File: src/rtl/gcbb_pkg.sv
// shared types and constants for the glyph coverage blend blitter
package gcbb_pkg;

   typedef logic [15:0] rgb565_type;
   typedef logic [31:0] lane_type;
   typedef logic [3:0]  coverage_type;
   typedef logic [3:0]  csr_index_type;

   // r and b in the low half, g moved to the high half, with guard gaps
   localparam lane_type LANE_MASK = 32'h07E0_F81F;

   localparam coverage_type COV_CLEAR  = 4'd0;
   localparam coverage_type COV_OPAQUE = 4'd15;
   localparam logic [4:0]   OPA_SCALE  = 5'd17;
   localparam logic [8:0]   OPA_ROUND  = 9'd4;

   localparam csr_index_type REG_FG_COLOR    = 4'd0;
   localparam csr_index_type REG_CLIP_LEFT   = 4'd1;
   localparam csr_index_type REG_CLIP_TOP    = 4'd2;
   localparam csr_index_type REG_CLIP_RIGHT  = 4'd3;
   localparam csr_index_type REG_CLIP_BOTTOM = 4'd4;
   localparam csr_index_type REG_ORIGIN_X    = 4'd5;
   localparam csr_index_type REG_ORIGIN_Y    = 4'd6;
   localparam csr_index_type REG_BOX_WIDTH   = 4'd7;

endpackage

File: src/rtl/gcbb_blend.sv
// rgb565 foreground over background mix, all three channels in one lane word
module gcbb_blend (
   input  gcbb_pkg::rgb565_type   fg_color,
   input  gcbb_pkg::rgb565_type   background,
   input  gcbb_pkg::coverage_type coverage,
   output gcbb_pkg::rgb565_type   blend_pixel
);
   import gcbb_pkg::*;

   logic [7:0]  opacity;
   logic [8:0]  opa_round;
   logic [5:0]  weight;
   lane_type    fg_lane;
   lane_type    bg_lane;
   lane_type    diff_lane;
   lane_type    prod_lane;
   lane_type    mix_lane;

   always_comb begin
      opacity   = 8'(coverage * OPA_SCALE);
      opa_round = {1'b0, opacity} + OPA_ROUND;
      weight    = opa_round[8:3];
      fg_lane   = {fg_color, fg_color} & LANE_MASK;
      bg_lane   = {background, background} & LANE_MASK;
      diff_lane = fg_lane - bg_lane;
      prod_lane = 32'(diff_lane * {26'd0, weight});
      mix_lane  = ({5'd0, prod_lane[31:5]} + bg_lane) & LANE_MASK;
      blend_pixel = mix_lane[31:16] | mix_lane[15:0];
   end

endmodule

File: src/rtl/glyph_coverage_blend_blit_core.sv
// top level of the glyph coverage blend blitter
//
// usage:
// - req channel: one 4-bit glyph coverage value per transaction in raster order,
//   with the framebuffer pixel under it; req_first_pixel restarts at row 0,
//   column 0 of the glyph box
// - rsp channel: one transaction per request with the screen position, a write
//   enable and the pixel value to store (background when not written)
// - csr channel: register writes by index, always ready; write only while the
//   block is idle
// - a request accepted into the input stage moves on into the result register
//   once that register is free, and is then offered on rsp; throughput is one
//   transaction per cycle while rsp is not stalled, since both register stages
//   hand on a transaction every cycle
// - column and row tracking advance at request acceptance, so consecutive
//   transactions never wait on each other
// - rsp_stall holds the result register; an empty input stage still takes one
//   more transaction, then req_stall rises until the result moves on
// - reset (synchronous) empties both stages, zeroes column and row and
//   loads the register defaults (white foreground, clip box 320 by 240)
module glyph_coverage_blend_blit_core #(
   parameter int FB_WIDTH  = 320,
   parameter int FB_HEIGHT = 240
) (
   input  logic                    clock,
   input  logic                    reset,
   // request channel
   input  logic                    req_valid,
   output logic                    req_stall,
   input  gcbb_pkg::coverage_type  req_coverage,
   input  gcbb_pkg::rgb565_type    req_background,
   input  logic                    req_first_pixel,
   // result channel
   output logic                    rsp_valid,
   input  logic                    rsp_stall,
   output logic                    rsp_write_enable,
   output logic signed [11:0]      rsp_screen_x,
   output logic signed [11:0]      rsp_screen_y,
   output gcbb_pkg::rgb565_type    rsp_new_pixel,
   // configuration write channel
   input  logic                    csr_valid,
   output logic                    csr_ready,
   input  gcbb_pkg::csr_index_type csr_index,
   input  logic [15:0]             csr_wdata
);
   import gcbb_pkg::*;

   localparam logic [10:0] FB_RIGHT  = 11'(FB_WIDTH);
   localparam logic [10:0] FB_BOTTOM = 11'(FB_HEIGHT);

   // configuration registers
   rgb565_type         fg_color_ff;
   logic [10:0]        clip_left_ff, clip_top_ff, clip_right_ff, clip_bottom_ff;
   logic signed [10:0] origin_x_ff, origin_y_ff;
   logic [7:0]         box_width_ff;

   // glyph box position of the next transaction
   logic [7:0] column_count_ff, column_count_in;
   logic [7:0] row_count_ff, row_count_in;

   // input stage
   logic         s1_valid_ff, s1_valid_in;
   coverage_type s1_coverage_ff;
   rgb565_type   s1_background_ff;
   logic [7:0]   s1_column_ff, s1_row_ff;

   // result stage
   logic              rsp_valid_ff, rsp_valid_in;
   logic              rsp_write_enable_ff, rsp_write_enable_in;
   logic signed [11:0] rsp_screen_x_ff, rsp_screen_x_in;
   logic signed [11:0] rsp_screen_y_ff, rsp_screen_y_in;
   rgb565_type        rsp_new_pixel_ff, rsp_new_pixel_in;

   logic       out_free;
   logic       req_accept;
   logic [7:0] column_use, row_use;
   logic [7:0] width_eff;
   logic [8:0] column_next;
   logic [10:0] clip_right_eff, clip_bottom_eff;
   logic       in_clip;
   rgb565_type blend_pixel;

   assign csr_ready = 1'b1;

   // handshake: result register frees when empty or being taken
   assign out_free   = !rsp_valid_ff || !rsp_stall;
   assign req_stall  = s1_valid_ff && !out_free;
   assign req_accept = req_valid && !req_stall;

   // position tracking, done at acceptance
   always_comb begin
      column_use  = req_first_pixel ? 8'd0 : column_count_ff;
      row_use     = req_first_pixel ? 8'd0 : row_count_ff;
      // zero width behaves as one column per row
      width_eff   = (box_width_ff == 8'd0) ? 8'd1 : box_width_ff;
      column_next = {1'b0, column_use} + 9'd1;
      column_count_in = column_count_ff;
      row_count_in    = row_count_ff;
      if (req_accept) begin
         // also catches a column left beyond a newly narrowed box
         if (column_next >= {1'b0, width_eff}) begin
            column_count_in = 8'd0;
            row_count_in    = row_use + 8'd1;
         end else begin
            column_count_in = column_next[7:0];
            row_count_in    = row_use;
         end
      end
   end

   assign s1_valid_in = req_accept ? 1'b1 : (out_free ? 1'b0 : s1_valid_ff);

   gcbb_blend u_blend (
      .fg_color    (fg_color_ff),
      .background  (s1_background_ff),
      .coverage    (s1_coverage_ff),
      .blend_pixel (blend_pixel)
   );

   // screen position, clip test and pixel select for the input stage
   always_comb begin
      rsp_screen_x_in = {origin_x_ff[10], origin_x_ff} + $signed({4'd0, s1_column_ff});
      rsp_screen_y_in = {origin_y_ff[10], origin_y_ff} + $signed({4'd0, s1_row_ff});
      clip_right_eff  = (clip_right_ff < FB_RIGHT) ? clip_right_ff : FB_RIGHT;
      clip_bottom_eff = (clip_bottom_ff < FB_BOTTOM) ? clip_bottom_ff : FB_BOTTOM;
      in_clip = ($signed({rsp_screen_x_in[11], rsp_screen_x_in}) >=
                 $signed({2'b00, clip_left_ff})) &&
                ($signed({rsp_screen_x_in[11], rsp_screen_x_in}) <
                 $signed({2'b00, clip_right_eff})) &&
                ($signed({rsp_screen_y_in[11], rsp_screen_y_in}) >=
                 $signed({2'b00, clip_top_ff})) &&
                ($signed({rsp_screen_y_in[11], rsp_screen_y_in}) <
                 $signed({2'b00, clip_bottom_eff}));
      rsp_write_enable_in = in_clip && (s1_coverage_ff != COV_CLEAR);
      priority if (!rsp_write_enable_in) begin
         rsp_new_pixel_in = s1_background_ff;
      end else if (s1_coverage_ff == COV_OPAQUE) begin
         rsp_new_pixel_in = fg_color_ff;
      end else begin
         rsp_new_pixel_in = blend_pixel;
      end
   end

   assign rsp_valid_in = out_free ? s1_valid_ff : 1'b1;

   // control state
   always_ff @(posedge clock) begin
      if (reset) begin
         s1_valid_ff     <= 1'b0;
         rsp_valid_ff    <= 1'b0;
         column_count_ff <= 8'd0;
         row_count_ff    <= 8'd0;
      end else begin
         s1_valid_ff     <= s1_valid_in;
         rsp_valid_ff    <= rsp_valid_in;
         column_count_ff <= column_count_in;
         row_count_ff    <= row_count_in;
      end
   end

   // configuration registers
   always_ff @(posedge clock) begin
      if (reset) begin
         fg_color_ff    <= 16'hFFFF;
         clip_left_ff   <= 11'd0;
         clip_top_ff    <= 11'd0;
         clip_right_ff  <= 11'd320;
         clip_bottom_ff <= 11'd240;
         origin_x_ff    <= 11'sd0;
         origin_y_ff    <= 11'sd0;
         box_width_ff   <= 8'd1;
      end else if (csr_valid && csr_ready) begin
         unique case (csr_index)
            REG_FG_COLOR:    fg_color_ff    <= csr_wdata;
            REG_CLIP_LEFT:   clip_left_ff   <= csr_wdata[10:0];
            REG_CLIP_TOP:    clip_top_ff    <= csr_wdata[10:0];
            REG_CLIP_RIGHT:  clip_right_ff  <= csr_wdata[10:0];
            REG_CLIP_BOTTOM: clip_bottom_ff <= csr_wdata[10:0];
            REG_ORIGIN_X:    origin_x_ff    <= $signed(csr_wdata[10:0]);
            REG_ORIGIN_Y:    origin_y_ff    <= $signed(csr_wdata[10:0]);
            REG_BOX_WIDTH:   box_width_ff   <= csr_wdata[7:0];
            default: begin
               // unmapped index: write is dropped
            end
         endcase
      end
   end

   // payload registers
   always_ff @(posedge clock) begin
      if (req_accept) begin
         s1_coverage_ff   <= req_coverage;
         s1_background_ff <= req_background;
         s1_column_ff     <= column_use;
         s1_row_ff        <= row_use;
      end
      if (out_free && s1_valid_ff) begin
         rsp_write_enable_ff <= rsp_write_enable_in;
         rsp_screen_x_ff     <= rsp_screen_x_in;
         rsp_screen_y_ff     <= rsp_screen_y_in;
         rsp_new_pixel_ff    <= rsp_new_pixel_in;
      end
   end

   assign rsp_valid        = rsp_valid_ff;
   assign rsp_write_enable = rsp_write_enable_ff;
   assign rsp_screen_x     = rsp_screen_x_ff;
   assign rsp_screen_y     = rsp_screen_y_ff;
   assign rsp_new_pixel    = rsp_new_pixel_ff;

endmodule

File: config.mk
export PLATFORM = sky130hd
export DESIGN_NAME = glyph_coverage_blend_blit_core
export DESIGN_NICKNAME = d
export VERILOG_FILES = /design/src/rtl/gcbb_pkg.sv /design/src/rtl/gcbb_blend.sv /design/src/rtl/glyph_coverage_blend_blit_core.sv
export SDC_FILE = /design/constraint.sdc
export NUM_CORES = 1
export LEC_CHECK = 0
export CORE_ASPECT_RATIO = 1.25
export CORE_MARGIN = 3
export CORE_UTILIZATION = 40
export DETAILED_ROUTE_END_ITERATION = 8
export DONT_BUFFER_PORTS = 1
export SETUP_SLACK_MARGIN = 0.1
export SYNTH_ARGS = -nofsm -noshare
export SYNTH_HDL_FRONTEND = slang
export SYNTH_SLANG_ARGS = --single-unit
File: constraint.sdc
create_clock -name clock -period 14.9 [get_ports clock]
set_clock_uncertainty 0.2 [all_clocks]
set_input_delay 2.235 -clock clock [delete_from_list [all_inputs] [get_ports clock]]
set_output_delay 2.235 -clock clock [all_outputs]
set_load 0.01 [all_outputs]
==> impl_metrics.toml <==
[placement]
post_dp_cell_area_mm2 = 0.0158
post-place-ws_ns = 5.98
globalplace.congestion = 0.935
portBuffers = 0
dp_hpwl_mm = 31.7
placed_cells_incl_taps = 2153

[clocking]
cts_buffers = 17
post_cts_buffers = 0
h-tree-depth = 4
post_cts_resized = 0
cts_sinks = 185
cts-root-buf = "clkbuf_16"
cts_buffer_depth = 2
cts_tree = "built"
worstSkewPairLatency_ns = 0.47
clk_pin_slew_ns = 0.09
cts_hold_buf = 0

[route]
viasPerCell = 5.35
postRouteAntennaNets = 0
vias = 11700
drt-wirelength-per-cell_um = 18.6
drc = 0
dr.pass1.iters = 5
drt-total-wl_mm = 40.6
drtIter0Drc = 673

[setup_path]
crit_required_ns = 14.88
cp_slowest_stage_delay_ns = 0.53
worstSetupPathType = "reg -> reg"
crit_buf_inv = 3
crit_path_end_kind = "register"
cp.arrival_ns = 9.02
cp-start-kind = "register"
cp_common_cell = "o21a_1"
crit_family = "compound AO/OA/AOI/OAI gates"
cp_max_fo = 8
critPathSlowestCell = "fa_1"

[final_layout]
nFillCells = 3624
fin_area_mm2 = 0.0164
drive_above_1_share_pct = 4.12
syn_to_final_growth_pct = 7.21
multiInputGateArea_mm2 = 0.00980
fin_nets = 1977
instances_no_fill = 2186
seqCellArea_mm2 = 0.00447

[run_status]
status = "completed"

[synthesis]
synth_mux_area_share_pct = 3.87
yosysSeqAreaShare_pct = 29.3
yosysUniqueCellTypes = 75
synth_edf_count = 77
synth-main-ff-cell = "dfxtp_1"
synth_top_family_by_area = "adder cells"
postSynthCellCount = 1715
async_flop_share_pct = 0
netlist_area_mm2 = 0.0153
synthXorXnorAreaFrac_pct = 4.65
yosys.area_share.simple_pct = 17.8
synth_fa_ha_area_share_pct = 25.6
synth_seq_cells = 185
synth_compound_area_share_pct = 11.9
post_synth.cell_area_avg_um2 = 8.91
yosys_warnings = 0

[die]
fp-row-count = 79
die_y_um = 225
dieWidth_um = 181
core-area_mm2 = 0.0375
initial_core_util_pct = 40.8
ios = 90
fp.dieArea_mm2 = 0.0406

[global_route]
grt_pass1_wl_mm = 64.6
grt_pass1_vias = 12100
globalRouteOverflowTotal = 0
grt_max_degree = 109
antenna_found_initial = 4
grt_usage_pct = 20.2

[timing]
setup_viol = 0
setup_ws_ns = 5.86
max_slew_margin_pct = 25.0
fin_setup_tns_ns = 0
hold_violations = 0
fin_crit_ns = 9.04
slew_violations = 0
fmax_mhz = 111
rsz0062_at_grt = "false"
post-route-period-util_pct = 60.7
worstMarginPinSlew_ns = 1.12

[job]
cap_violations = 0

[power]
power_density_mw_per_mm2 = 161
ir_drop_uv = 92.9
p_leak_uw = 0.00722

[worst_hold_path]
hp-class = "reg -> reg"
==> path summary, 6_finish.rpt <==
kind                  endpoint  cells after the start  slack [ns]                start
max           rsp_new_pixel[8]                     36        5.86  s1_background_ff[1]
min          clip_bottom_ff[3]                      2        0.25    clip_bottom_ff[3]
max reg2reg   rsp_new_pixel[8]                     36        5.86  s1_background_ff[1]
min reg2reg  clip_bottom_ff[3]                      2        0.25    clip_bottom_ff[3]
==> cell type report <==
cell class / instances / share of cell area, %
Multi-Input combinational cell: 1257 / 59.8
Sequential cell: 185 / 27.3
Inverter: 216 / 4.95
Tap cell: 486 / 3.71
Clock buffer: 19 / 2.90
Clock inverter: 13 / 0.878
Timing Repair Buffer: 9 / 0.412
Antenna cell: 1 / 0.0153
==> through the flow <==
| step | power, uW | util, % | hold WS (ns) |
|---|---|---|---|
| 4_1_cts | 2660 | 43.7 | 0.253 |
| 3_3_place_gp | 2130 | 42.1 | 0.237 |
| 6_report | 2640 | 43.7 | 0.253 |
| 2_1_floorplan | 1800 | - | 0.236 |
| 5_1_grt | 2870 | 43.7 | 0.268 |
| 3_5_place_dp | 2160 | 42.1 | 0.241 |
==> flip-flops by register name (all words and copies together) (netlist names), 8 cells and up <==
signal and flops:
row_count_ff 8, rsp_new_pixel 16, origin_y_ff 11, s1_column_ff 8, s1_background_ff 16, clip_left_ff 11, clip_right_ff 11, fg_color_ff 16
s1_row_ff 8, clip_top_ff 11, rsp_screen_x 12, clip_bottom_ff 11, rsp_screen_y 12, box_width_ff 8, origin_x_ff 11, column_count_ff 8
==> Yosys cell counts, types with 13 or more instances <==
library cell / n / area share [%]
fa_1: 112 / 15
inv_1: 215 / 5.3
a211oi_1: 13 / 0.64
nand3_1: 36 / 1.2
nand2b_1: 18 / 0.74
dfxtp_1: 108 / 14
mux2i_1: 58 / 3.8
o21a_1: 13 / 0.64
a21o_1: 31 / 1.5
a21oi_1: 98 / 3.2
nand2_1: 190 / 4.7
nor2b_1: 25 / 1.0
xnor2_1: 47 / 2.7
xor2_1: 31 / 1.8
ha_1: 133 / 11
nor2_1: 215 / 5.3
and2_1: 14 / 0.57
nor3_1: 18 / 0.59
clkbuf_1: 54 / 1.3
o21ai_0: 36 / 1.2
edfxtp_1: 77 / 15
nand3b_1: 24 / 1.2
==> cells in the final DEF, fill, tap and decap left out, types with 7 or more instances in the layout <==
master and count:
o21a_1 13, a211oi_1 13, nand3_1 36, or3_1 7, xor2_1 30, a21o_1 31, nor2_1 215, ha_1 133
inv_1 215, nand2b_1 18, o21bai_1 9, mux2i_1 58, nand2_1 190, clkbuf_16 19, and3_1 10, nor2b_1 25
and2_1 14, o21ai_0 36, o211ai_1 10, nor3_1 18, nor4_1 7, a21oi_1 98, xnor2_1 46, dfxtp_1 108
o21ai_1 9, edfxtp_1 77, buf_4 9, fa_1 112, nand3b_1 24
==> cells by family after synthesis <==
kind of cell,count (synthesis)
AND/OR/NAND/NOR,596
buffers and inverters,278
other,1
adder cells (fa/ha/maj),245
flip-flops,185
multiplexers,59
AO/OA/AOI/OAI,272
XOR/XNOR,79
==> power by group <==
group          internal (uW)  switching, uW
sequential               563           20.4
clock                    245            234
combinational            640            941
==> routing by layer <==
metal | wire, um | vias up | GRT usage (%)
met2 | 21100 | 254 | 37.2
li1 | - | 5662 | -
met4 | 1420 | 6 | 8.82
met1 | 16300 | 5683 | 23.2
met5 | 55 | - | 0
met3 | 1710 | 80 | 3.11
==> worst register-to-register path: cells and delay by family (launching register included) <==
kind / cells / cell delay, ns
AOI/OAI and AO/OA: 18 / 3.63
adders and majority gates: 6 / 2.48
and+or+nand+nor: 6 / 0.97
xor gates and xnor gates: 2 / 0.58
DFF: 1 / 0.47
muxes: 1 / 0.22
buffers and inverters: 3 / 0.21
Note: power is estimated with default switching activity, not from simulation.
